## config.mk

```make
export PLATFORM = sky130hd
export DESIGN_NAME = hkl_ctrl
export DESIGN_NICKNAME = d
export VERILOG_FILES = /design/src/rtl/hkl_pkg.sv /design/src/rtl/hkl_ctrl.sv
export SDC_FILE = /design/constraint.sdc
export NUM_CORES = 1
export LEC_CHECK = 0
export BUFFER_PORTS_ARGS = -buffer_cell sky130_fd_sc_hd__buf_2
export CAP_MARGIN = 30
export CORE_AREA = 5 5 42 44
export CTS_BUF_LIST = sky130_fd_sc_hd__clkbuf_4
export DETAILED_ROUTE_END_ITERATION = 12
export DIE_AREA = 0 0 47 49
export GPL_TIMING_DRIVEN = 0
export PLACE_DENSITY_LB_ADDON = 0.05
export REMOVE_ABC_BUFFERS = 1
export SETUP_SLACK_MARGIN = 0.05
export SYNTH_ARGS = -nofsm -noshare
export SYNTH_HDL_FRONTEND = slang
export SYNTH_SLANG_ARGS = --single-unit
```

## constraint.sdc

```tcl
create_clock -name clock -period 3.92 [get_ports clock]
set_input_delay 0 -clock clock [delete_from_list [all_inputs] [get_ports clock]]
set_output_delay 0 -clock clock [all_outputs]
set_load 0.01 [all_outputs]
```

## src/rtl/hkl_pkg.sv

```systemverilog
`default_nettype none

package hkl_pkg;

   // Table geometry and field widths.
   localparam int TABLE_DEPTH = 512;
   localparam int SLOT_W      = 9;
   localparam int CNT_W       = 10;
   localparam int KEY_W       = 48;
   localparam int NIB_W       = 4;
   localparam logic [NIB_W-1:0] KEY_NIBBLES = 4'd12;

   // Request command codes.
   localparam logic [1:0] CMD_TEXT   = 2'd0;
   localparam logic [1:0] CMD_INSERT = 2'd1;
   localparam logic [1:0] CMD_READ   = 2'd2;

   // Result status codes.
   localparam logic [2:0] ST_ADDED = 3'd0;
   localparam logic [2:0] ST_DUP   = 3'd1;
   localparam logic [2:0] ST_FULL  = 3'd2;
   localparam logic [2:0] ST_BAD   = 3'd3;
   localparam logic [2:0] ST_READ  = 3'd4;
   localparam logic [2:0] ST_RANGE = 3'd5;

   // Commands from the controller to the datapath.
   typedef struct packed {
      logic       parse;
      logic       load_pend;
      logic       rd_entry;
      logic       scan_start;
      logic       scan_issue;
      logic       tbl_write;
      logic       out_load;
      logic [2:0] out_status;
   } dp_cmd_type;

   // Status from the datapath to the controller.
   typedef struct packed {
      logic out_free;
      logic line_ok;
      logic idx_ok;
      logic full;
      logic empty;
      logic issue_more;
      logic match;
      logic last_cmp;
   } dp_stat_type;

endpackage

`default_nettype wire

```

## src/rtl/hkl_ctrl.sv

```systemverilog
`default_nettype none

module hkl_ctrl import hkl_pkg::*; (
   input  wire logic        clock,
   input  wire logic        reset,
   input  wire logic        req_valid,
   output logic             req_ready,
   input  wire logic [1:0]  req_command,
   input  wire logic        req_last_in_line,
   input  wire dp_stat_type stat,
   output dp_cmd_type       cmd
);

   localparam logic [1:0] S_IDLE = 2'd0;
   localparam logic [1:0] S_INS  = 2'd1;
   localparam logic [1:0] S_SCAN = 2'd2;
   localparam logic [1:0] S_READ = 2'd3;

   logic [1:0] state_ff;
   logic [1:0] state_in;
   logic       accept;

   // Beats are taken only in idle and only when the result register can take a result.
   assign req_ready = (state_ff == S_IDLE) && stat.out_free;
   assign accept    = req_valid && req_ready;

   // Next state and datapath commands.
   always_comb begin
      state_in = state_ff;
      cmd      = '0;
      case (state_ff)
         S_IDLE: begin
            if (accept) begin
               case (req_command)
                  CMD_TEXT: begin
                     cmd.parse = 1'b1;
                     if (req_last_in_line) begin
                        if (stat.line_ok) begin
                           cmd.load_pend = 1'b1;
                           state_in      = S_INS;
                        end else begin
                           cmd.out_load   = 1'b1;
                           cmd.out_status = ST_BAD;
                        end
                     end
                  end
                  CMD_INSERT: begin
                     cmd.load_pend = 1'b1;
                     state_in      = S_INS;
                  end
                  CMD_READ: begin
                     if (stat.idx_ok) begin
                        cmd.rd_entry = 1'b1;
                        state_in     = S_READ;
                     end else begin
                        cmd.out_load   = 1'b1;
                        cmd.out_status = ST_RANGE;
                     end
                  end
                  default: begin
                  end
               endcase
            end
         end
         S_INS: begin
            if (stat.full) begin
               cmd.out_load   = 1'b1;
               cmd.out_status = ST_FULL;
               state_in       = S_IDLE;
            end else if (stat.empty) begin
               cmd.tbl_write  = 1'b1;
               cmd.out_load   = 1'b1;
               cmd.out_status = ST_ADDED;
               state_in       = S_IDLE;
            end else begin
               cmd.scan_start = 1'b1;
               state_in       = S_SCAN;
            end
         end
         S_SCAN: begin
            cmd.scan_issue = stat.issue_more;
            if (stat.match) begin
               cmd.out_load   = 1'b1;
               cmd.out_status = ST_DUP;
               state_in       = S_IDLE;
            end else if (stat.last_cmp) begin
               cmd.tbl_write  = 1'b1;
               cmd.out_load   = 1'b1;
               cmd.out_status = ST_ADDED;
               state_in       = S_IDLE;
            end
         end
         S_READ: begin
            cmd.out_load   = 1'b1;
            cmd.out_status = ST_READ;
            state_in       = S_IDLE;
         end
         default: begin
            state_in = S_IDLE;
         end
      endcase
   end

   // State register.
   always_ff @(posedge clock) begin
      if (reset) begin
         state_ff <= S_IDLE;
      end else begin
         state_ff <= state_in;
      end
   end

endmodule

`default_nettype wire

```

==> reports/metrics.yaml <==
outcome:
  status: "finished clean"
layout:
  fin_nets: 99
  register_area_um2: 40.04
  largest_reg_flops: 2
  top_regs: "state_ff (2)"
  post-route-util_pct: 39.11
  area_growth_pct: 43.14
  multiInputGateArea_um2: 316.6
  max_flop_register: "state_ff"
  final.fill_count: 158
  drive_gt1_share_pct: 38.46
  layout_common_cells: "buf_2 (24), nand2_1 (6), inv_1 (5), ha_1 (5), o21ai_0 (4)"
  antenna-diode-count: 0
  final_common_cell: "buf_2"
sta:
  maxSlewHeadroom_pct: 75.48
  fin_skew_ns: 0.003825
  fin_crit_sh_pct: 46.34
  report.final.setup_viol: 0
  fmax_ghz: 0.5505
  finalSetupTns_ns: 0
  fin_crit_ns: 1.817
  finalHoldViolations: 0
  hold-worst-slack_ns: 0.1638
  rsz0062_at_grt: "false"
  slew_violations: 0
  worst-slew-pin-transition_ns: 0.3678
cts:
  cts_resized: 0
  clk-insertion-delay-late_ns: 0.22
  ctsLongestPathBuffers: 2
  cts_inserted_buffers: 3
  cts_root_buf: "clkbuf_4"
  cts.sinks: 2
  cts_tree: "done"
  cts.clk_slew.worst_paths_ns: 0.03
  htree_levels: 1
die:
  ioPinCount: 25
  num_rows: 14
  core_area_mm2: 0.001401
  die_y_um: 49
  initial_utilization_pct: 27.32
  die_w_um: 47
  die_area_mm2: 0.002303
placed_design:
  io_buffers: 24
  gp_congestion: 0.7234
  dp_hpwl_um: 902.9
logic_synthesis:
  synth_top_family_by_area: "simple AND/OR/NAND/NOR gates"
  synth.area.mux_share_pct: 0
  synth_warnings: 0
  syn_area_per_cell_um2: 7.507
  ys.flop_type: "dfxtp_1"
  async_reset_ff_share_pct: 0
  synth_edf_count: 0
  synthSimpleGateAreaFrac_pct: 36.93
  synth_area_um2: 382.9
  synthDistinctLibCells: 27
  synth_compound_area_share_pct: 29.41
  ys_seq_area_share_pct: 10.46
  synthAdderAreaFrac_pct: 16.34
  yosys.area_share.xor_xnor_pct: 0
  synth_seq_cells: 2
  synthCells: 51
routing:
  wirelength_um: 1075
  postRouteAntennaNets: 0
  vias_per_cell: 4.894
  drc: 0
  drtIter0Drc: 4
  drt_first_pass_iters: 4
  vias: 460
  wl_per_cell_um: 11.44
flow_run:
  drv_cap: 0
global_routing:
  grt_overflow_total: 0
  grt_first_pass_wirelength_um: 1814
  grtUsageTotal_pct: 10.18
  antenna_found_initial: 0
  grt_pass1_vias: 435
  grt_max_degree: 11
setup_path:
  critPathLaunchType: "flip-flop"
  worstSetupPathType: "reg2out"
  ff2ff_setup_slack_ns: 2.34
  crit_fanout: 10
  worst-endpoint-required_ns: 3.92
  cp.arrival_ns: 1.82
  worst_setup_path_end_kind: "primary output"
power_and_ir_drop:
  ir_drop_v: 0.0001931
  p_per_area_mw_per_mm2: 279.4
  leakage_uw: 0.0002741
  finalPower_uw: 153.1
hold_path:
  hp-class: "in2reg"
==> synthesized netlist by cell type (2+ instances only) <==
| cell | number | area, um2 |
|---|---|---|
| o22ai_1 | 2 | 12.51 |
| nand3b_1 | 2 | 15.01 |
| inv_1 | 5 | 18.77 |
| ha_1 | 5 | 62.56 |
| a311oi_1 | 2 | 17.52 |
| and2_1 | 2 | 12.51 |
| nand3_1 | 2 | 10.01 |
| o21ai_0 | 4 | 20.02 |
| dfxtp_1 | 2 | 40.04 |
| nand2_1 | 6 | 22.52 |
| nor2_1 | 2 | 7.510 |
| and3_1 | 2 | 12.51 |
==> path summary, 6_finish.rpt <==
kind | to | depth (start not counted) | from
worst min-delay path | state_ff[0]$_SDFFE_PP0P_ | 3 | stat[7]
worst max register to register | state_ff[0]$_SDFFE_PP0P_ | 6 | state_ff[0]$_SDFFE_PP0P_
worst max-delay path | cmd[1] | 6 | state_ff[0]$_SDFFE_PP0P_
worst min register to register | state_ff[1]$_SDFFE_PP0P_ | 2 | state_ff[1]$_SDFFE_PP0P_
==> critical path, cell delays in order, from the launching register on <==
cell and delay, ns:
dfxtp_1 0.33, inv_1 0.11, ha_1 0.39, nand3_1 0.17, or2_1 0.28, o22ai_1 0.16, buf_2 0.15
==> area by class of cell <==
cell class / count / share of cell area [%]
Clock buffer: 3 / 4.110
Multi-Input combinational cell: 43 / 57.76
Tap cell: 16 / 3.653
Inverter: 5 / 3.425
Sequential cell: 2 / 7.306
Timing Repair Buffer: 25 / 23.74
==> stage by stage <==
| stage | area, um2 | worst slack (ns) | std cells |
|---|---|---|---|
| global placement | 515.5 | 2.309 | 90 |
| detailed placement | 515.5 | 2.333 | 90 |
| finish | 548.0 | 2.103 | 94 |
| global route | 548.0 | 1.924 | 94 |
| floorplan | 375.4 | 2.500 | 50 |
| CTS | 548.0 | 2.094 | 94 |
==> where the power goes <==
| part | switching, uW | leakage (uW) | internal (uW) |
|---|---|---|---|
| sequential | 3.66 | 0.0000164 | 23.8 |
| combinational | 45.0 | 0.000244 | 36.2 |
| clock | 10.8 | 0.0000138 | 33.7 |
==> kinds of logic (layout without fill, tap and decap cells) <==
| kind of cell | count (synthesis) | after routing |
|---|---|---|
| compound gates | 15 | 15 |
| fa+ha+maj | 5 | 5 |
| buf+inv | 6 | 33 |
| flops | 2 | 2 |
| simple gates | 23 | 23 |
==> metal layers <==
layer / routed length, um / up-vias / global-route usage (%)
li1: - / 242 / -
met1: 512 / 202 / 14.60
met2: 472 / 16 / 15.61
met3: 90 / 0 / 1.107
met4: 0 / 0 / 2.765
met5: 0 / - / 0
==> repair_timing <==
| item | in CTS | in global routing |
|---|---|---|
| endpoints found under the hold margin | 2 | 0 |
| setup buffers | 0 | 0 |
| hold buffers | 1 | 0 |
Note: power is estimated with default switching activity, not from simulation.
